--- src/rtl/pid_position_controller_defines.svh ---
// Assertion helpers for the controller RTL.
`ifndef PID_POSITION_CONTROLLER_DEFINES_SVH
`define PID_POSITION_CONTROLLER_DEFINES_SVH

// same-cycle implication
`define PIDC_ASSERT_IMPL(lbl, ante, cons) \
    lbl: assert property (@(posedge i_clk) disable iff (!i_rst_n) (ante) |-> (cons)) \
        else $error("pidc assertion failed");

// next-cycle implication
`define PIDC_ASSERT_NEXT(lbl, ante, cons) \
    lbl: assert property (@(posedge i_clk) disable iff (!i_rst_n) (ante) |=> (cons)) \
        else $error("pidc assertion failed");

`endif

--- src/rtl/pidc_pkg.sv ---
package pidc_pkg;

    localparam int MUL_W = 33;
    localparam int PROD_W = 64;
    localparam int DIV_W = 60;
    localparam int DIV_CNT_W = $clog2(DIV_W);
    localparam int DVSR_W = 31;

    localparam logic [2:0] CFG_PROP_GAIN     = 3'd0;
    localparam logic [2:0] CFG_INTEG_GAIN    = 3'd1;
    localparam logic [2:0] CFG_DERIV_GAIN    = 3'd2;
    localparam logic [2:0] CFG_DRIVE_MIN     = 3'd3;
    localparam logic [2:0] CFG_DRIVE_MAX     = 3'd4;
    localparam logic [2:0] CFG_DEAD_ZONE     = 3'd5;
    localparam logic [2:0] CFG_SMOOTH_ALPHA  = 3'd6;
    localparam logic [2:0] CFG_SAMPLE_PERIOD = 3'd7;

    localparam logic [1:0] MODE_UPDATE = 2'd0;
    localparam logic [1:0] MODE_NEW_TGT = 2'd1;
    localparam logic [1:0] MODE_RESET = 2'd2;
    localparam logic [1:0] MODE_UNWRAP = 2'd3;

    typedef struct packed {
        logic               start;
        logic [DIV_W-1:0]   dividend;
        logic [DVSR_W-1:0]  divisor;
    } t_div_req;

    function automatic logic signed [31:0] sat32(input logic signed [63:0] v);
        if (v > 64'sh0000_0000_7FFF_FFFF) begin
            return 32'sh7FFF_FFFF;
        end else if (v < -64'sh0000_0000_8000_0000) begin
            return 32'sh8000_0000;
        end
        return v[31:0];
    endfunction

    function automatic logic signed [47:0] sat48(input logic signed [63:0] v);
        if (v > 64'sh0000_7FFF_FFFF_FFFF) begin
            return 48'sh7FFF_FFFF_FFFF;
        end else if (v < -64'sh0000_8000_0000_0000) begin
            return 48'sh8000_0000_0000;
        end
        return v[47:0];
    endfunction

endpackage

--- src/rtl/pidc_mul.sv ---
module pidc_mul (
    input  logic                                i_clk,
    input  logic signed [pidc_pkg::MUL_W-1:0]   i_a,
    input  logic signed [pidc_pkg::MUL_W-1:0]   i_b,
    output logic signed [pidc_pkg::PROD_W-1:0]  o_prod
);
    logic signed [2*pidc_pkg::MUL_W-1:0] w_full;
    logic signed [pidc_pkg::PROD_W-1:0]  r_prod;

    assign w_full = i_a * i_b;

    // operands never exceed 31 magnitude bits each, so the low word holds the product
    always_ff @(posedge i_clk) begin
        r_prod <= w_full[pidc_pkg::PROD_W-1:0];
    end

    assign o_prod = r_prod;
endmodule

--- config.mk ---
export PLATFORM = sky130hd
export DESIGN_NAME = pidc_mul
export DESIGN_NICKNAME = d
export VERILOG_FILES = /design/src/rtl/pid_position_controller_defines.svh /design/src/rtl/pidc_pkg.sv /design/src/rtl/pidc_mul.sv
export SDC_FILE = /design/constraint.sdc
export NUM_CORES = 2
export LEC_CHECK = 0
export ABC_CLOCK_PERIOD_IN_PS = 21300
export BUFFER_PORTS_ARGS = -buffer_cell sky130_fd_sc_hd__buf_2
export CORE_MARGIN = 2
export CORE_UTILIZATION = 28
export CTS_BUF_LIST = sky130_fd_sc_hd__clkbuf_16
export CTS_CLUSTER_DIAMETER = 50
export DETAILED_ROUTE_END_ITERATION = 12
export GPL_ROUTABILITY_DRIVEN = 0
export PLACE_DENSITY_LB_ADDON = 0.2
export SLEW_MARGIN = 20
export SYNTH_ARGS = -nofsm -noshare
export SYNTH_HDL_FRONTEND = slang
export SYNTH_SLANG_ARGS = --single-unit
--- constraint.sdc ---
create_clock -name i_clk -period 21.3 [get_ports i_clk]
set_input_delay 1.065 -clock i_clk [delete_from_list [all_inputs] [get_ports i_clk]]
set_output_delay 1.065 -clock i_clk [all_outputs]
set_load 0.05 [all_outputs]
=== Word level (Yosys, flattened, before mapping) ===
Index checks and enable logic that the tools add are counted.

* Register bits: 64
* Latch bits: 0
* RAM bits: 0
* Bits in read-only memories: 0
* Bits of input ports: 67
* Output and inout port bits: 64
* Logic and storage cells: 2
* Memories: 0

* Add/subtract/negate cells: 0
* $mul: 1
* Div/mod/pow operators: 0
* Magnitude comparators: 0
* Equality and inequality tests: 0
* Shifts and indexed selects: 0
* Mux-type cells: 0
* Bitwise gates (word level): 0
* Reduce and logical (&&, ||, !) cells: 0

{| class="wikitable"
|+ Operators with widths
! kind !! number
|-
| $mul A33 B33 Y64 || 1
|}

=== Depth between registers and ports, before layout ===
* Depth in word-level cells: 1
* Mapped depth: 28
* Depth with buffers taken out: 26

=== Least setup slack after synthesis ===
No wires, ideal clock.

* Path kind: input to register
* Start: input port i_a[32] (netlist bit)
* End: register r_prod (netlist bit o_prod[63])
* Setup time: 0.072 ns
* Data arrival time: 8.257 ns
* Required time: 21.228 ns
* Slack: 12.971 ns
* Stages on the path: 24
* Buffers on the path: 1
* Path through: clkbuf_1 -> nand2_1 -> inv_1 -> fa_1 -> fa_1 -> fa_1 -> inv_1 -> fa_1 -> inv_1 -> fa_1 -> fa_1 -> fa_1 -> inv_1 -> fa_1 -> inv_1 -> ha_1 -> a21o_1 -> a21o_1 -> a21oi_1 -> nand2_1 -> o31ai_1 -> o211ai_1 -> a21oi_1 -> xnor2_1

* Cells in the longest elaborated chain, start to end: 1

{| class="wikitable"
|+ RTL lines
! what !! line !! RTL
|-
| start: declaration || pidc_mul.sv:3 || <nowiki>input logic signed [pidc_pkg::MUL_W-1:0] i_a,</nowiki>
|-
| $mul A33 B33 Y64 || pidc_mul.sv:10 || <nowiki>assign w_full = i_a * i_b;</nowiki>
|-
| via w_full (one bit) || pidc_mul.sv:7 || <nowiki>logic signed [2*pidc_pkg::MUL_W-1:0] w_full;</nowiki>
|-
| end signal: assignment || pidc_mul.sv:14 || <nowiki>r_prod <= w_full[pidc_pkg::PROD_W-1:0];</nowiki>
|-
| end: declaration || pidc_mul.sv:8 || <nowiki>logic signed [pidc_pkg::PROD_W-1:0] r_prod;</nowiki>
|}

The timed path passes the listed nets, and every way through them passes these cells.

=== Worst setup path in the final report ===
* Start: input port i_b[0] (netlist bit)
* End: register r_prod (netlist bit o_prod[63])

* Cells in the longest elaborated chain, start to end: 1

{| class="wikitable"
|+ RTL lines
! what !! line !! RTL
|-
| start: declaration || pidc_mul.sv:4 || <nowiki>input logic signed [pidc_pkg::MUL_W-1:0] i_b,</nowiki>
|-
| $mul A33 B33 Y64 || pidc_mul.sv:10 ||
|-
| via w_full (one bit) || pidc_mul.sv:7 ||
|}

The timed path passes the listed nets, and every way through them passes these cells.

==> flow_summary_export.csv <==
group,metric,value,unit
timing,worst_slew_pin_slew,1.03,ns
synth,synth_cell_types,57,
clock_tree,clkSlewWorstSetupHoldPaths,0.06,ns
layout,drive_above_1_share,4.35,%
timing,setup_viol,0,
synth,avgSynthCellArea,9.40,um2
critical_path,cp-start-kind,"input port",
layout,mostFrequentLayoutCells,"fa_1 (1125), inv_1 (1087), and2_1 (548)",
clock_tree,hold_buffers,0,
global_route,grt_antenna_before_repair,12,
timing,hold_violations,0,
timing,max_slew_margin,31.4,%
placed_design,dp_hpwl,96400,um
critical_path,slowest_stage,"fa_1",
clock_tree,cts-root-buf,"clkbuf_16",
run,max_cap_violations,0,
synth,synthFlopType,"dfxtp_1",
clock_tree,cts.sinks,64,
layout,final_common_cell,"fa_1",
layout,nNetsFinal,5560,
timing,setup_tns,0,ns
critical_path,crit_path_end_kind,"flop",
route,ant_nets,0,
route,wl_per_cell,19.8,um
die,dieArea,144000,um2
synth,synth_cells,4207,
route,drc,0,
synth,netlist.top_cell.by_area,"fa_1",
clock_tree,post_cts_buffers,0,
synth,syn_nets,5611,
critical_path,crit_chain,"buf_2 > nand2_1 > inv_1 > fa_1 > fa_1 > fa_1 > buf_4 > inv_1 > fa_1 > inv_1 > fa_1 > fa_1 > fa_1 > inv_1 > fa_1 > inv_1 > ha_1 > nand4_1 > nor3_1 > o21a_1 > o31ai_1 > o211ai_1 > a21oi_1 > xnor2_1",
status,run_status,"finished, final reports clean",
synth,seq_area_frac_synth,3.24,%
placed_design,port-buffer-count,130,
critical_path,worstPathRequired,21.59,ns
route,first_pass_iters,5,
synth,yosysWarnings,0,
die,start_util,28.3,%
worst_hold_path,min_path_type,"in2reg",
die,io_pins,131,
synth,synthesis.area,39500,um2
worst_hold_path,min_delay_path_depth,2,
timing,fmax,0.108,GHz
die,rows,137,
layout,final_cell_count_no_fill,6037,
placed_design,pre_cts_slack,11.71,ns
critical_path,critPathMostFrequentCell,"fa_1",
die,core_area,140000,um2
synth,synth-edff-count,0,
critical_path,cp_num_buf_inv,7,
route,drt_iter0_markers,1251,
synth,ys_seq_elements,64,
global_route,track_usage,16.9,%
route,wirelength,119000,um
critical_path,arrival,9.52,ns
clock_tree,postCtsResizedCells,0,
die,die-width,380,um
global_route,grt_overflow,0,
route,avgViaCountPerCell,4.51,
timing,rsz0062_at_grt,"no",
critical_path,path_delay_family,"adder cells",
timing,fin_crit_sh,43.3,%
critical_path,path_class,"in2reg",
synth,synthArstFlopShare,0,%
global_route,grt_pass1_wl,186000,um
route,num_vias,27200,
timing,fin_ws,12.07,ns
critical_path,max_stage_delay,0.82,ns
clock_tree,cts.htree.levels,3,
critical_path,cp.depth,24,
layout,utilization,30.2,%
global_route,grt_max_degree,35,
die,die_y,380,um
layout,diodes,0,
timing,drv_slew,0,
clock_tree,clk_path_buf_depth,2,
timing,fin_crit,9.23,ns
critical_path,cp_max_fo,33,
layout,syn_to_final_growth,6.83,%
layout,fillerInstances,15000,
layout,largest_reg_flops,64,
clock_tree,cts_tree,"done",
placed_design,dp.cells,6021,
synth,netlist_top_cells_area,"fa_1 (57%), inv_1 (10%), and2_1 (8.7%)",
global_route,grt_pass1_vias,30500,
clock_tree,cts_buffers,9,
synth,synth.top_cell.area_share,57.0,%
-- area by class of cell --
type,instances,area [um2],area share [%]
multi-input combinational,2835,33400,78.9
inverter,1086,4080,9.65
tap,1876,2350,5.56
sequential,64,1280,3.03
timing repair buffer,160,876,2.07
clock buffer,9,225,0.533
clock inverter,7,87.6,0.207
-- cells by family after synthesis --
kind of cell	count (synthesis)	share of synthesized area, %
mux	1	0.0253
compound gates	200	3.25
buf+inv	1308	12.4
xor+xnor	76	1.68
fa+ha+maj	1337	63.7
flops	64	3.24
simple gates	1221	15.7
-- path summary, 6_finish.rpt --
kind                          to  slack, ns    from
worst max-delay path  o_prod[63]      12.07  i_b[0]
worst min-delay path   o_prod[0]       1.34  i_b[0]
-- stage by stage --
step           hold slack (ns)  area (um2)
2_1_floorplan             1.19       39500
3_3_place_gp              1.53       41900
3_5_place_dp              1.53       41900
4_1_cts                   1.33       42200
5_1_grt                   1.34       42200
6_report                  1.34       42200
-- cells in the mapped netlist, types with 2 or more instances --
| cell type | count |
|---|---|
| a211o_1 | 2 |
| a211oi_1 | 8 |
| a21boi_0 | 3 |
| a21o_1 | 18 |
| a21oi_1 | 69 |
| a221oi_1 | 2 |
| a31oi_1 | 6 |
| and2_1 | 548 |
| and3_1 | 6 |
| and4_1 | 4 |
| clkbuf_1 | 222 |
| dfxtp_1 | 64 |
| fa_1 | 1125 |
| ha_1 | 212 |
| inv_1 | 1086 |
| nand2_1 | 547 |
| nand2b_1 | 9 |
| nand3_1 | 18 |
| nand4_1 | 12 |
| nor2_1 | 18 |
| nor2b_1 | 32 |
| nor3_1 | 11 |
| nor4_1 | 4 |
| o2111ai_1 | 2 |
| o211ai_1 | 7 |
| o21a_1 | 18 |
| o21ai_0 | 29 |
| o21ai_1 | 6 |
| o21bai_1 | 7 |
| o2bb2ai_1 | 2 |
| o311a_1 | 2 |
| o31a_1 | 2 |
| o31ai_1 | 4 |
| or3_1 | 4 |
| or4_1 | 2 |
| xnor2_1 | 55 |
| xor2_1 | 21 |
-- layer usage --
layer  up-vias  wire length (um)  GRT usage, %
met3       116              2700          1.21
met1     14800             48000          20.6
met5         -                45             0
met4         8              2340          3.03
li1      11800                 -             -
met2       452             66400          32.6
Power is left out: the tool's default activity adds up to more than one toggle a clock period on the data nets, which glitch-free logic cannot reach.
