`config.mk`:
```
export PLATFORM = sky130hd
export DESIGN_NAME = pidc_div
export DESIGN_NICKNAME = d
export VERILOG_FILES = /design/src/rtl/pid_position_controller_defines.svh /design/src/rtl/pidc_pkg.sv /design/src/rtl/pidc_div.sv
export SDC_FILE = /design/constraint.sdc
export NUM_CORES = 1
export LEC_CHECK = 0
export BUFFER_PORTS_ARGS = -buffer_cell sky130_fd_sc_hd__buf_2
export CAP_MARGIN = 20
export CORE_MARGIN = 4
export CORE_UTILIZATION = 55
export CTS_CLUSTER_DIAMETER = 200
export DETAILED_ROUTE_END_ITERATION = 7
export PLACE_DENSITY = 0.81
export SETUP_SLACK_MARGIN = 0.2
export SYNTH_ARGS = -nofsm -noshare
export SYNTH_HDL_FRONTEND = slang
export SYNTH_SLANG_ARGS = --single-unit
```
`constraint.sdc`:
```
create_clock -name i_clk -period 3.47 [get_ports i_clk]
set_input_delay 0.1735 -clock i_clk [delete_from_list [all_inputs] [get_ports i_clk]]
set_output_delay 0.1735 -clock i_clk [all_outputs]
set_load 0.03 [all_outputs]
```
`src/rtl/pid_position_controller_defines.svh`:
```
// Assertion helpers for the controller RTL.
`ifndef PID_POSITION_CONTROLLER_DEFINES_SVH
`define PID_POSITION_CONTROLLER_DEFINES_SVH

// same-cycle implication
`define PIDC_ASSERT_IMPL(lbl, ante, cons) \
    lbl: assert property (@(posedge i_clk) disable iff (!i_rst_n) (ante) |-> (cons)) \
        else $error("pidc assertion failed");

// next-cycle implication
`define PIDC_ASSERT_NEXT(lbl, ante, cons) \
    lbl: assert property (@(posedge i_clk) disable iff (!i_rst_n) (ante) |=> (cons)) \
        else $error("pidc assertion failed");

`endif

```
`src/rtl/pidc_pkg.sv`:
```
package pidc_pkg;

    localparam int MUL_W = 33;
    localparam int PROD_W = 64;
    localparam int DIV_W = 60;
    localparam int DIV_CNT_W = $clog2(DIV_W);
    localparam int DVSR_W = 31;

    localparam logic [2:0] CFG_PROP_GAIN     = 3'd0;
    localparam logic [2:0] CFG_INTEG_GAIN    = 3'd1;
    localparam logic [2:0] CFG_DERIV_GAIN    = 3'd2;
    localparam logic [2:0] CFG_DRIVE_MIN     = 3'd3;
    localparam logic [2:0] CFG_DRIVE_MAX     = 3'd4;
    localparam logic [2:0] CFG_DEAD_ZONE     = 3'd5;
    localparam logic [2:0] CFG_SMOOTH_ALPHA  = 3'd6;
    localparam logic [2:0] CFG_SAMPLE_PERIOD = 3'd7;

    localparam logic [1:0] MODE_UPDATE = 2'd0;
    localparam logic [1:0] MODE_NEW_TGT = 2'd1;
    localparam logic [1:0] MODE_RESET = 2'd2;
    localparam logic [1:0] MODE_UNWRAP = 2'd3;

    typedef struct packed {
        logic               start;
        logic [DIV_W-1:0]   dividend;
        logic [DVSR_W-1:0]  divisor;
    } t_div_req;

    function automatic logic signed [31:0] sat32(input logic signed [63:0] v);
        if (v > 64'sh0000_0000_7FFF_FFFF) begin
            return 32'sh7FFF_FFFF;
        end else if (v < -64'sh0000_0000_8000_0000) begin
            return 32'sh8000_0000;
        end
        return v[31:0];
    endfunction

    function automatic logic signed [47:0] sat48(input logic signed [63:0] v);
        if (v > 64'sh0000_7FFF_FFFF_FFFF) begin
            return 48'sh7FFF_FFFF_FFFF;
        end else if (v < -64'sh0000_8000_0000_0000) begin
            return 48'sh8000_0000_0000;
        end
        return v[47:0];
    endfunction

endpackage

```
`src/rtl/pidc_div.sv`:
```
module pidc_div (
    input  logic                             i_clk,
    input  logic                             i_rst_n,
    input  pidc_pkg::t_div_req               i_req,
    output logic                             o_busy,
    output logic                             o_done,
    output logic [pidc_pkg::DIV_W-1:0]       o_quot
);
    logic                                r_busy;
    logic                                r_done;
    logic [pidc_pkg::DIV_CNT_W-1:0]      r_cnt;
    logic [pidc_pkg::DVSR_W-1:0]         r_rem;
    logic [pidc_pkg::DVSR_W-1:0]         r_dvsr;
    logic [pidc_pkg::DIV_W-1:0]          r_quot;
    logic [pidc_pkg::DVSR_W:0]           w_sh;
    logic                                w_ge;
    logic [pidc_pkg::DVSR_W:0]           w_diff;

    assign w_sh   = {r_rem, r_quot[pidc_pkg::DIV_W-1]};
    assign w_ge   = w_sh >= {1'b0, r_dvsr};
    assign w_diff = w_sh - {1'b0, r_dvsr};

    // restoring division, one quotient bit per cycle
    always_ff @(posedge i_clk) begin
        if (!i_rst_n) begin
            r_busy <= 1'b0;
            r_done <= 1'b0;
            r_cnt  <= '0;
        end else begin
            r_done <= 1'b0;
            if (i_req.start) begin
                r_busy <= 1'b1;
                r_cnt  <= pidc_pkg::DIV_CNT_W'(pidc_pkg::DIV_W - 1);
            end else if (r_busy) begin
                r_cnt <= r_cnt - 1'b1;
                if (r_cnt == '0) begin
                    r_busy <= 1'b0;
                    r_done <= 1'b1;
                end
            end
        end
    end

    always_ff @(posedge i_clk) begin
        if (i_req.start) begin
            r_rem  <= '0;
            r_dvsr <= i_req.divisor;
            r_quot <= i_req.dividend;
        end else if (r_busy) begin
            r_rem  <= w_ge ? w_diff[pidc_pkg::DVSR_W-1:0] : w_sh[pidc_pkg::DVSR_W-1:0];
            r_quot <= {r_quot[pidc_pkg::DIV_W-2:0], w_ge};
        end
    end

    assign o_busy = r_busy;
    assign o_done = r_done;
    assign o_quot = r_quot;
endmodule

```
======== Word level (Yosys, flattened, before mapping) ========
Index checks and enable logic that the tools add are counted.
storage, ports and cells
  bits in registers ....................... 130
  input bits .............................. 94
  output and inout port bits .............. 62
  word-level logic and storage cells ...... 25
cells by class
  add/subtract/negate cells ............... 2
  order comparisons ....................... 1
  mux-type cells .......................... 9
  bitwise logic cells ..................... 2
  reductions and logical operators ........ 4
operators with widths
  operator                                          number
  two-way mux 60 bit                                2
  greater-or-equal comparator 32 x 31 -> 1 bit      1
  two-way mux 31 bit                                1
  subtractor 31 bit                                 1
  two-way mux 6 bit                                 2
  logical NOT 6 bit                                 1
  subtractor 6 x 1 -> 6 bit, second input constant  1
  two-way mux 1 bit                                 4
  OR reduction 3 bit                                1
  inverter 1 bit                                    2
  nonzero test 2 bit                                1
  OR reduction 2 bit                                1

======== Depth between registers and ports, before layout ========
Gate-level depths: netlist (run 1).
  word-level depth ........................ 4
  mapped depth ............................ 13
  mapped depth without buffers ............ 11

======== Worst setup path after synthesis (run 1) ========
OpenSTA, ideal clock, no wires.
  kind .................................... reg2reg
  start point ............................. register r_quot, in the netlist o_quot[59]
  end point ............................... register r_quot, in the netlist o_quot[0] (data pin)
  setup time .............................. 260 ps
  arrival ................................. 2668 ps
  data required time ...................... 3210 ps
  slack ................................... 542 ps
  stages on the path, launching flop included .. 12
  path buffers ............................ 1
  clock period less this slack ............ 2928 ps
  cells stage by stage .................... edfxtp_1 -> inv_1 -> ha_1 -> fa_1 -> nand2b_1 -> a21oi_2 -> o41ai_4 -> o21ai_2 -> o2111ai_4 -> nand2_1 -> buf_2 -> mux2_2
on the way
  cells in the longest elaborated chain, start to end .. 3
RTL lines
  what                                          line            text
  start: declaration                            pidc_div.sv:14  logic [pidc_pkg::DIV_W-1:0] r_quot;
  start signal: assignment                      pidc_div.sv:48  r_quot <= i_req.dividend;
  start signal: assignment                      pidc_div.sv:51  r_quot <= {r_quot[pidc_pkg::DIV_W-2:0], w_ge};
  greater-or-equal comparator 32 x 31 -> 1 bit  pidc_div.sv:20  assign w_ge = w_sh >= {1'b0, r_dvsr};
  two-way mux 60 bit                            pidc_div.sv:49  end else if (r_busy) begin
  two-way mux 60 bit                            pidc_div.sv:45  if (i_req.start) begin
Every way passes these cells. The select of a mux whose other input is x is not followed.
A chain may end at the register's enable or synchronous reset.

======== Final worst setup path (run 1) ========
  start point ............................. register r_quot, in the netlist o_quot[59]
  end point ............................... register r_rem[22] (netlist bit)
on the way
  cells in the longest elaborated chain, start to end .. 2
  elaborated cells between the ends (all ways) .. 3
  classes of those cells .................. add/sub (1); order compare (1); mux (1)
RTL lines
  what                                                                                      line                            text
  subtractor 31 bit / greater-or-equal comparator 32 x 31 -> 1 bit (equally long branches)  pidc_div.sv:21, pidc_div.sv:20
  two-way mux 31 bit *                                                                      pidc_div.sv:50                  r_rem <= w_ge ? w_diff[pidc_pkg::DVSR_W-1:0] : w_sh[pidc_pkg::DVSR_W-1:0];
  end signal: assignment                                                                    pidc_div.sv:50
  end: declaration                                                                          pidc_div.sv:12                  logic [pidc_pkg::DVSR_W-1:0] r_rem;
Every way passes the cells marked *; elsewhere a longest branch is shown, timed or not.

==> impl_metrics.env, run 1 <==
export IMPL_outcome="finished, final reports clean"
export IMPL_crit_path_end_kind="register"
export IMPL_final_hold_vio_count=0
export IMPL_finalSetupViolCount=0
export IMPL_grt_total_usage=0.251
export IMPL_drt_initial_drc_count=556
export IMPL_worst_slew_pin_slew_ns=1.01
export IMPL_total_inserted_antenna_cells=0
export IMPL_grt_start_max_net_pins=74
export IMPL_avgRoutedWirePerCell_um=17.9
export IMPL_critical_path_required_ns=3.83
export IMPL_routed_via_count=6000
export IMPL_synth_edff_count=91
export IMPL_yosysSeqAreaShare=0.486
export IMPL_cts_num_sinks=130
export IMPL_post_cts_setup_buffer_count=0
export IMPL_timing_slew_headroom=0.321
export IMPL_antenna_violations_before_repair=0
export IMPL_vdd_ir_drop_max_v=0.000402
export IMPL_die_ar_um2=15100
export IMPL_synth_top_flop_cell="sky130_fd_sc_hd__edfxtp_1"
export IMPL_place_gp_congestion=0.974
export IMPL_start_util=0.566
export IMPL_cts_reportedPaths_clkPinSlew_ns=0.06
export IMPL_synthesis_area_um2=7230
export IMPL_via_per_inst=5.81
export IMPL_synth_ff_latch_count=130
export IMPL_rows=41
export IMPL_design_final_nets=975
export IMPL_power_density_nw_per_um2=528
export IMPL_multi_input_comb_area_um2=3410
export IMPL_initial_drt_pass_iterations=5
export IMPL_first_pass_grt_wire_length_um=29700
export IMPL_first_global_vias=6195
export IMPL_detail_route_drc_violations=0
export IMPL_kind_of_path_behind_the_tightest_hold_check="input pin to register"
export IMPL_fillerInstances=872
export IMPL_synth_area_per_cell_um2=10.7
export IMPL_library_cell_with_the_largest_summed_area_after_synthesis="sky130_fd_sc_hd__edfxtp_1"
export IMPL_final_total_negative_setup_slack_ns=0
export IMPL_share_of_async_settable_or_async_resettable_flops_after_synthesis=0
export IMPL_worstSkewPairLatency_ns=0.44
export IMPL_synth_cell_count_leaders="sky130_fd_sc_hd__edfxtp_1 (91), sky130_fd_sc_hd__nand2_1 (70), sky130_fd_sc_hd__mux2_2 (60)"
export IMPL_yosysMostFrequentCell="sky130_fd_sc_hd__edfxtp_1"
export IMPL_place_hpwl_um=12800
export IMPL_core_footprint_um2=12800
export IMPL_grt_overflow=0
export IMPL_dieHeight_um=123
export IMPL_buffer_ports_inserted=155
export IMPL_synth_largest_type_area_fraction=0.378
export IMPL_mappedNetlistNets=802
export IMPL_die_x_um=123
export IMPL_totalWireLength_um=18400
export IMPL_synth_warnings=0
export IMPL_max_cap_violations=0
export IMPL_total_power_mw=4.78
export IMPL_netlist_top_cells_area="sky130_fd_sc_hd__edfxtp_1 (38%), sky130_fd_sc_hd__dfxtp_1 (11%), sky130_fd_sc_hd__mux2_2 (9.3%), sky130_fd_sc_hd__ha_1 (5.7%), sky130_fd_sc_hd__nand2_1 (3.6%)"
export IMPL_cts_path_max_buffers=2
export IMPL_post_route_cells_drive_above_1_share=0.320
export IMPL_synth_lib_cells_used_distinct=66
export IMPL_critical_path_class="register to register"
export IMPL_rsz0062_at_grt="false"
export IMPL_max_freq_mhz=322
export IMPL_syn_instance_count=674
export IMPL_io_pins=156
export IMPL_tritoncts_num_buffers=17
export IMPL_period_minus_slack_ns=3.10
export IMPL_cellLeakagePower_nw=3.81
export IMPL_period_share=0.894
export IMPL_cts_htree_levels=4
export IMPL_skew_ns=0.0182
export IMPL_timing_critical_path_from_type="register"
export IMPL_flow_area_growth_from_synthesis_pct=25.0
export IMPL_layout_area_seq_um2=3510
export IMPL_worst_endpoint_arrival_ns=3.46
export IMPL_worstPathMaxFanout=15
export IMPL_route_antenna_remaining_nets=0
export IMPL_clock_tree_from_tritoncts="done"
export IMPL_timing_max_transition_violations_final=0
export IMPL_clock_tree_root_cell="sky130_fd_sc_hd__clkbuf_16"
[sequential cells by signal, indices dropped and copies added, names as in the netlist]
register,count
r_cnt,6
o_busy,1
o_done,1
r_dvsr,31
r_rem,31
o_quot,60
[cell type report]
class,count,area share
timing repair buffer,191,0.125
multi-input combinational,466,0.376
clock inverter,15,0.0224
tap,172,0.0238
clock buffer,17,0.0470
sequential,130,0.388
inverter,41,0.0170
[power by group]
group          total, mW  switching, mW  internal, mW  leakage, nW
Clock               1.93          0.726          1.21        0.306
Sequential          1.90         0.0761          1.82         1.23
Combinational      0.952          0.586         0.366         2.28
Total               4.78           1.39          3.39         3.81
[metrics by stage]
stage / instances / setup WS [ns] / util / cell area (µm²) / hold WS [ns]
final: 1032 / 0.369 / 0.708 / 9050 / 0.0367
after global routing: 1032 / 0.254 / 0.708 / 9050 / 0.0315
after CTS: 1031 / 0.421 / 0.707 / 9030 / 0.0328
after detailed placement: 968 / 0.438 / 0.634 / 8100 / 0.352
after global placement: 968 / 0.594 / 0.634 / 8100 / 0.351
after floorplan: 674 / 0.542 / - / 7230 / 0.272
[repair_timing]
| item | 4_1_cts | 5_1_grt |
|---|---|---|
| endpoints found under the setup margin | 0 | 1 |
| hold buffers | 31 | 0 |
| gates resized for setup | 0 | 1 |
| endpoints found under the hold margin | 31 | 0 |
[cell usage in the layout (no fill, tap or decap), types with 6 or more instances in the layout]
master,count
sky130_fd_sc_hd__a21o_1,10
sky130_fd_sc_hd__a21oi_1,36
sky130_fd_sc_hd__a311oi_1,9
sky130_fd_sc_hd__a311oi_2,10
sky130_fd_sc_hd__a32oi_1,6
sky130_fd_sc_hd__buf_2,154
sky130_fd_sc_hd__clkbuf_16,17
sky130_fd_sc_hd__dfxtp_1,39
sky130_fd_sc_hd__dlygate4sd3_1,31
sky130_fd_sc_hd__edfxtp_1,91
sky130_fd_sc_hd__ha_1,33
sky130_fd_sc_hd__inv_1,40
sky130_fd_sc_hd__mux2_2,60
sky130_fd_sc_hd__nand2_1,70
sky130_fd_sc_hd__nand2b_1,8
sky130_fd_sc_hd__nand3_1,20
sky130_fd_sc_hd__nand4_1,13
sky130_fd_sc_hd__nor2_1,53
sky130_fd_sc_hd__nor3_1,9
sky130_fd_sc_hd__o211ai_1,9
sky130_fd_sc_hd__o21ai_0,20
sky130_fd_sc_hd__xnor2_1,14
sky130_fd_sc_hd__xor2_1,11
[final timing paths]
check,from,slack (ns),depth (start not counted),endpoint
max,o_quot[59],0.37,11,r_rem[22]
min,i_req[86],0.04,2,o_quot[55]
max reg2reg,o_quot[59],0.37,11,r_rem[22]
min reg2reg,r_rem[17],0.50,2,r_rem[18]
[worst max-delay path, stage by stage, from the launching register on]
cell and delay (ns):
sky130_fd_sc_hd__edfxtp_1 0.36, sky130_fd_sc_hd__inv_1 0.05, sky130_fd_sc_hd__ha_1 0.23, sky130_fd_sc_hd__fa_1 0.40
sky130_fd_sc_hd__nand2b_1 0.20, sky130_fd_sc_hd__a21oi_2 0.21, sky130_fd_sc_hd__o41ai_4 0.14, sky130_fd_sc_hd__o21ai_2 0.22
sky130_fd_sc_hd__o2111ai_4 0.21, sky130_fd_sc_hd__and2_2 0.38, sky130_fd_sc_hd__or4_1 0.53, sky130_fd_sc_hd__nand3_1 0.09
[logic make-up after synthesis]
logic type	Yosys count	synth area share
mux	63	0.0975
flops	130	0.486
buf+inv	79	0.0446
xor+xnor	25	0.0303
fa+ha+maj	34	0.0598
simple gates	197	0.125
compound gates	146	0.157
[layer usage]
metal  up-vias  track usage  part of all wire
li1       2837            -                 -
met3        56       0.0839             0.087
met4         0       0.0980             0.026
met1      2817        0.307              0.41
met5         -            0                 0
met2       290        0.410              0.48
Power figures use the tool's default switching activity.
==> run 2, diff against run 1 <==
--- a/config.mk
+++ b/config.mk
@@ -5,13 +5,16 @@
 export SDC_FILE = /design/constraint.sdc
 export NUM_CORES = 1
 export LEC_CHECK = 0
-export BUFFER_PORTS_ARGS = -buffer_cell sky130_fd_sc_hd__buf_2
 export CAP_MARGIN = 20
+export CELL_PAD_IN_SITES_DETAIL_PLACEMENT = 0
+export CELL_PAD_IN_SITES_GLOBAL_PLACEMENT = 2
 export CORE_MARGIN = 4
-export CORE_UTILIZATION = 55
+export CORE_UTILIZATION = 41
 export CTS_CLUSTER_DIAMETER = 200
+export CTS_CLUSTER_SIZE = 10
 export DETAILED_ROUTE_END_ITERATION = 7
-export PLACE_DENSITY = 0.81
+export DONT_BUFFER_PORTS = 1
+export PLACE_DENSITY_LB_ADDON = 0.1
 export SETUP_SLACK_MARGIN = 0.2
 export SYNTH_ARGS = -nofsm -noshare
 export SYNTH_HDL_FRONTEND = slang
==> run 2 against run 1 <==
  * Non-clock buffer count decreased by 88
  * Utilization is 19 points lower
  * Sequential cell count unchanged
  * Combinational power shrank 24%
  * Maximum frequency grew 2.6%
  * Wire length up 1.4%
  * Sequential share of layout area grew 0.47 points
  * Critical path type unchanged
==> impl_metrics.env, run 2 (same netlist as run 1, synthesis figures left out) <==
export IMPL_outcome="finished, final reports clean"
export IMPL_first_pass_grt_wire_length_um=30200
export IMPL_cts_num_sinks=130
export IMPL_drt_initial_drc_count=232
export IMPL_core_footprint_um2=17300
export IMPL_period_minus_slack_ns=3.02
export IMPL_cts_resized=0
export IMPL_worst_endpoint_arrival_ns=3.29
export IMPL_crit_path_end_kind="register"
export IMPL_buffer_ports_inserted=0
export IMPL_hold_fix_buffer_count_after_cts=93
export IMPL_whs_ns=0.0113
export IMPL_post_route_cells_drive_above_1_share=0.163
export IMPL_cellLeakagePower_nw=3.45
export IMPL_worstSkewPairLatency_ns=0.42
export IMPL_rsz0062_at_grt="false"
export IMPL_worstPathMaxFanout=5
export IMPL_critPathBufInv=1
export IMPL_routed_via_count=5535
export IMPL_clock_tree_root_cell="sky130_fd_sc_hd__clkbuf_16"
export IMPL_placed_cell_area_um2=7420
export IMPL_final_hold_vio_count=0
export IMPL_fillerInstances=1566
export IMPL_cts_htree_levels=4
export IMPL_dieHeight_um=141
export IMPL_via_per_inst=5.56
export IMPL_totalWireLength_um=18700
export IMPL_vdd_ir_drop_max_v=0.000354
export IMPL_max_cap_violations=0
export IMPL_timing_max_transition_violations_final=0
export IMPL_place_gp_congestion=0.779
export IMPL_grt_overflow=0
export IMPL_critPathTopFamily="compound AO/OA/AOI/OAI gates"
export IMPL_flow_area_growth_from_synthesis_pct=23.6
export IMPL_reg2reg_setup_slack_ns=0.45
export IMPL_die_ar_um2=19800
export IMPL_tritoncts_num_buffers=17
export IMPL_total_inserted_antenna_cells=0
export IMPL_final_total_negative_setup_slack_ns=0
export IMPL_layout_cell_area_non_filler_um2=8940
export IMPL_most_frequent_standard_cell_in_the_layout_excluding_fill_and_tap_cells="sky130_fd_sc_hd__dlygate4sd3_1"
export IMPL_period_share=0.871
export IMPL_timing_critical_path_from_type="register"
export IMPL_io_pins=156
export IMPL_power_density_nw_per_um2=508
export IMPL_met3_layer_usage_reported_by_global_route=0.0570
export IMPL_place_detailed_instances=871
export IMPL_finalSetupViolCount=0
export IMPL_initial_drt_pass_iterations=5
export IMPL_cts_path_max_buffers=2
export IMPL_cts_reportedPaths_clkPinSlew_ns=0.07
export IMPL_detail_route_drc_violations=0
export IMPL_met2_usage=0.313
export IMPL_timing_slew_headroom=0.594
export IMPL_total_power_mw=4.54
export IMPL_final_cell_count_no_fill=996
export IMPL_grt_busiest_layer="met2"
export IMPL_clock_tree_from_tritoncts="done"
export IMPL_design_final_nets=886
export IMPL_skew_ns=0.0184
export IMPL_critical_path_required_ns=3.74
export IMPL_met1_usage=0.242
export IMPL_start_util=0.418
export IMPL_max_freq_mhz=331
export IMPL_critical_path_class="register to register"
export IMPL_die_x_um=141
export IMPL_largest_register_ffs=60
export IMPL_place_hpwl_um=12400
export IMPL_route_antenna_remaining_nets=0
export IMPL_critical_path_slowest_cell="sky130_fd_sc_hd__o31ai_1"
export IMPL_largest_stage_delay_on_the_critical_path_ns=0.53
export IMPL_grt_total_usage=0.190
export IMPL_post_cts_setup_buffer_count=0
export IMPL_antenna_violations_before_repair=0
export IMPL_layout_cells_most_common_list="sky130_fd_sc_hd__dlygate4sd3_1 (92), sky130_fd_sc_hd__edfxtp_1 (91), sky130_fd_sc_hd__nand2_1 (70)"
export IMPL_worst_slew_pin_slew_ns=0.609
export IMPL_critical_path_cell_chain="inv_1 > ha_1 > nor2b_1 > o211ai_1 > a31oi_1 > o31ai_1 > a21oi_1 > or4_1 > nand4_1 > a311oi_1"
export IMPL_rows=48
export IMPL_first_global_vias=5763
export IMPL_kind_of_path_behind_the_tightest_hold_check="input pin to register"
export IMPL_grt_start_max_net_pins=68
export IMPL_avgRoutedWirePerCell_um=18.8
==> run 2: changes by cell type in the layout (fill, tap and decap cells not counted), sizes merged <==
cell / before / now
inv: 45 / 49
buf: 160 / 11
clkbuf: 17 / 18
and2: 4 / 3
clkinvlp: 1 / 4
dlygate4sd3: 31 / 92
clkinv: 6 / 1
bufinv: 4 / 1
==> run 2: routing by layer <==
| layer | vias up | share of wire |
|---|---|---|
| met1 | 2654 | 0.44 |
| met5 | - | 0 |
| met3 | 24 | 0.070 |
| li1 | 2674 | - |
| met2 | 183 | 0.47 |
| met4 | 0 | 0.018 |
==> run 2: final timing paths <==
kind,cells after the start,from,endpoint
worst max-delay path,10,r_dvsr[1],r_rem[25]
worst min-delay path,2,i_rst_n,r_cnt[1]
worst max register to register,10,r_dvsr[1],r_rem[25]
worst min register to register,2,r_rem[28],r_rem[28]
==> run 2: metrics by stage <==
stage,utilization,setup WS [ns]
final,0.517,0.448
after floorplan,-,0.542
after CTS,0.517,0.482
after detailed placement,0.429,0.513
after global routing,0.517,0.233
after global placement,0.429,0.528
==> run 2: final cells by class <==
type	count	area, µm²	area share
sequential	130	3510	0.393
multi-input combinational	465	3400	0.380
timing repair buffer	103	1020	0.114
clock buffer	18	429	0.0480
tap	225	282	0.0315
inverter	41	154	0.0172
clock inverter	14	141	0.0158
==> run 2: where the power goes <==
part / internal [mW] / switching, mW / total (mW) / leakage [nW]
sequential: 1.82 / 0.237 / 2.06 / 1.23
combinational: 0.333 / 0.388 / 0.721 / 1.96
clock: 1.01 / 0.756 / 1.76 / 0.267
==> run 3, diff against run 2 <==
--- a/config.mk
+++ b/config.mk
@@ -9,7 +9,8 @@
 export CELL_PAD_IN_SITES_DETAIL_PLACEMENT = 0
 export CELL_PAD_IN_SITES_GLOBAL_PLACEMENT = 2
 export CORE_MARGIN = 4
-export CORE_UTILIZATION = 41
+export CORE_UTILIZATION = 42
+export CTS_BUF_LIST = sky130_fd_sc_hd__clkbuf_4 sky130_fd_sc_hd__clkbuf_8
 export CTS_CLUSTER_DIAMETER = 200
 export CTS_CLUSTER_SIZE = 10
 export DETAILED_ROUTE_END_ITERATION = 7
==> run 3 against run 2 <==
  * Clock skew down 0.0069 ns
  * Critical endpoint is now r_rem[26]
  * Largest power group unchanged
  * Largest cell class unchanged
  * Combinational power increased by 2%
  * Utilization rose by 0.95 points
  * Global-route usage increased by 0.11 points
  * Critical path type unchanged
  * Critical path depth up 1
==> impl_metrics.env, run 3 (same netlist as run 1, synthesis figures left out) <==
export IMPL_crit_path_end_kind="register"
export IMPL_worstPathMaxFanout=7
export IMPL_most_frequent_standard_cell_in_the_layout_excluding_fill_and_tap_cells="sky130_fd_sc_hd__dlygate4sd3_1"
export IMPL_cellLeakagePower_nw=3.41
export IMPL_tritoncts_num_buffers=17
export IMPL_timing_max_transition_violations_final=0
export IMPL_final_hold_vio_count=0
export IMPL_drt_initial_drc_count=367
export IMPL_cell_internal_pwr_mw=2.83
export IMPL_first_global_vias=5519
export IMPL_totalWireLength_um=18900
export IMPL_cts_htree_levels=4
export IMPL_kind_of_path_behind_the_tightest_hold_check="input pin to register"
export IMPL_cts_path_max_buffers=2
export IMPL_critical_path_class="register to register"
export IMPL_period_minus_slack_ns=3.07
export IMPL_critical_path_cell_chain="inv_1 > ha_1 > fa_1 > nand2b_1 > a21oi_2 > o41ai_4 > o41a_1 > o21ai_1 > a311oi_2 > mux2i_1 > nand2_1"
export IMPL_vdd_ir_drop_max_v=0.000429
export IMPL_worstSkewPairLatency_ns=0.45
export IMPL_grt_overflow=0
export IMPL_rows=47
export IMPL_finalSetupViolCount=0
export IMPL_detail_route_drc_violations=0
export IMPL_p_sw_mw=1.36
export IMPL_core_footprint_um2=16800
export IMPL_die_ar_um2=19400
export IMPL_initial_drt_pass_iterations=5
export IMPL_cts_reportedPaths_clkPinSlew_ns=0.09
export IMPL_cts_num_sinks=130
export IMPL_timing_final_ws_setup_ns=0.397
export IMPL_critical_path_required_ns=3.81
export IMPL_worst_slew_pin_slew_ns=0.647
export IMPL_avgRoutedWirePerCell_um=19.0
export IMPL_worst_endpoint_arrival_ns=3.41
export IMPL_final_total_negative_setup_slack_ns=0
export IMPL_post_cts_setup_buffer_count=0
export IMPL_grt_total_usage=0.191
export IMPL_antenna_violations_before_repair=0
export IMPL_io_pins=156
export IMPL_grt_start_max_net_pins=119
export IMPL_first_pass_grt_wire_length_um=30000
export IMPL_largest_register_ffs=60
export IMPL_clock_tree_root_cell="sky130_fd_sc_hd__clkbuf_8"
export IMPL_dp_worst_setup_slack_ns=0.184
export IMPL_via_per_inst=5.59
export IMPL_combinationalPowerShare=0.176
export IMPL_outcome="finished, final reports clean"
export IMPL_power_share_switching=0.325
export IMPL_timing_slew_headroom=0.568
export IMPL_dieHeight_um=139
export IMPL_layout_cells_most_common_list="sky130_fd_sc_hd__dlygate4sd3_1 (93), sky130_fd_sc_hd__edfxtp_1 (91), sky130_fd_sc_hd__nand2_1 (70)"
export IMPL_critical_path_slowest_cell="sky130_fd_sc_hd__o41a_1"
export IMPL_max_freq_mhz=325
export IMPL_buffer_ports_inserted=0
export IMPL_clock_power_share=0.332
export IMPL_skew_ns=0.0116
export IMPL_total_inserted_antenna_cells=0
export IMPL_max_cap_violations=0
export IMPL_period_share=0.886
export IMPL_design_final_nets=886
export IMPL_post_route_cells_drive_above_1_share=0.166
export IMPL_die_x_um=139
export IMPL_flow_area_growth_from_synthesis_pct=22.0
export IMPL_timing_critical_path_from_type="register"
export IMPL_routed_via_count=5539
export IMPL_place_gp_congestion=0.779
export IMPL_power_density_nw_per_um2=476
export IMPL_fillerInstances=1469
export IMPL_seq_power_share=0.492
export IMPL_start_util=0.432
export IMPL_largest_stage_delay_on_the_critical_path_ns=0.50
export IMPL_rsz0062_at_grt="true"
export IMPL_fin_util=0.526
export IMPL_route_antenna_remaining_nets=0
export IMPL_clock_tree_from_tritoncts="done"
export IMPL_place_hpwl_um=12700
## run 3: per-stage QoR
stage | cell area (µm²) | power (mW) | hold WS (ns) | std cells
2_1_floorplan | 7230 | 2.57 | 0.272 | 674
3_3_place_gp | 7410 | 2.70 | 0.256 | 864
3_5_place_dp | 7430 | 2.71 | 0.259 | 865
4_1_cts | 8810 | 4.23 | 0.0868 | 991
5_1_grt | 8820 | 4.40 | 0.110 | 991
6_report | 8820 | 4.20 | 0.114 | 991
## run 3: worst paths after layout
kind | start | end | slack, ns | depth (start not counted)
setup / recovery | o_quot[59] | r_rem[26] | 0.40 | 11
hold / removal | i_req[91] | r_rem[24] | 0.11 | 4
setup reg to reg | o_quot[59] | r_rem[26] | 0.40 | 11
hold reg to reg | r_rem[24] | r_rem[24] | 0.50 | 2
## run 3: metal layers
layer / routed length, µm / share of wire / track usage / vias up
met5: 0 / 0 / 0 / -
met2: 9150 / 0.48 / 0.311 / 183
met4: 242 / 0.013 / 0.0505 / 0
met1: 8090 / 0.43 / 0.247 / 2665
met3: 1380 / 0.073 / 0.0642 / 21
li1: - / - / - / 2670
## run 3: power groups by stage
stage / logic (mW) / clock network, mW / registers [mW]
6_report: 0.738 / 1.40 / 2.06
4_1_cts: 0.734 / 1.43 / 2.06
3_5_place_dp: 0.618 / 0 / 2.09
5_1_grt: 0.816 / 1.50 / 2.08
3_3_place_gp: 0.607 / 0 / 2.10
2_1_floorplan: 0.508 / 0 / 2.06
## run 3: final cells by class
| type | instances | area [µm²] | area share |
|---|---|---|---|
| Sequential cell | 130 | 3510 | 0.398 |
| Multi-Input combinational cell | 465 | 3410 | 0.387 |
| Timing Repair Buffer | 103 | 1050 | 0.119 |
| Tap cell | 220 | 275 | 0.0312 |
| Clock buffer | 17 | 234 | 0.0265 |
| Clock inverter | 15 | 183 | 0.0207 |
| Inverter | 41 | 154 | 0.0174 |
## run 3: critical path: cells and delay by family (launching register included)
kind | cells | cell delay [ns]
buf+inv | 1 | 0.05
simple gates | 2 | 0.28
compound gates | 5 | 1.41
flops | 1 | 0.35
fa+ha+maj | 2 | 0.60
mux | 1 | 0.25
## run 3: repair_timing
action,in CTS,in global routing
hold buffers,94,0
pin swaps,0,1
setup endpoints to repair,1,6
resized for setup,1,2
hold endpoints to repair,149,0
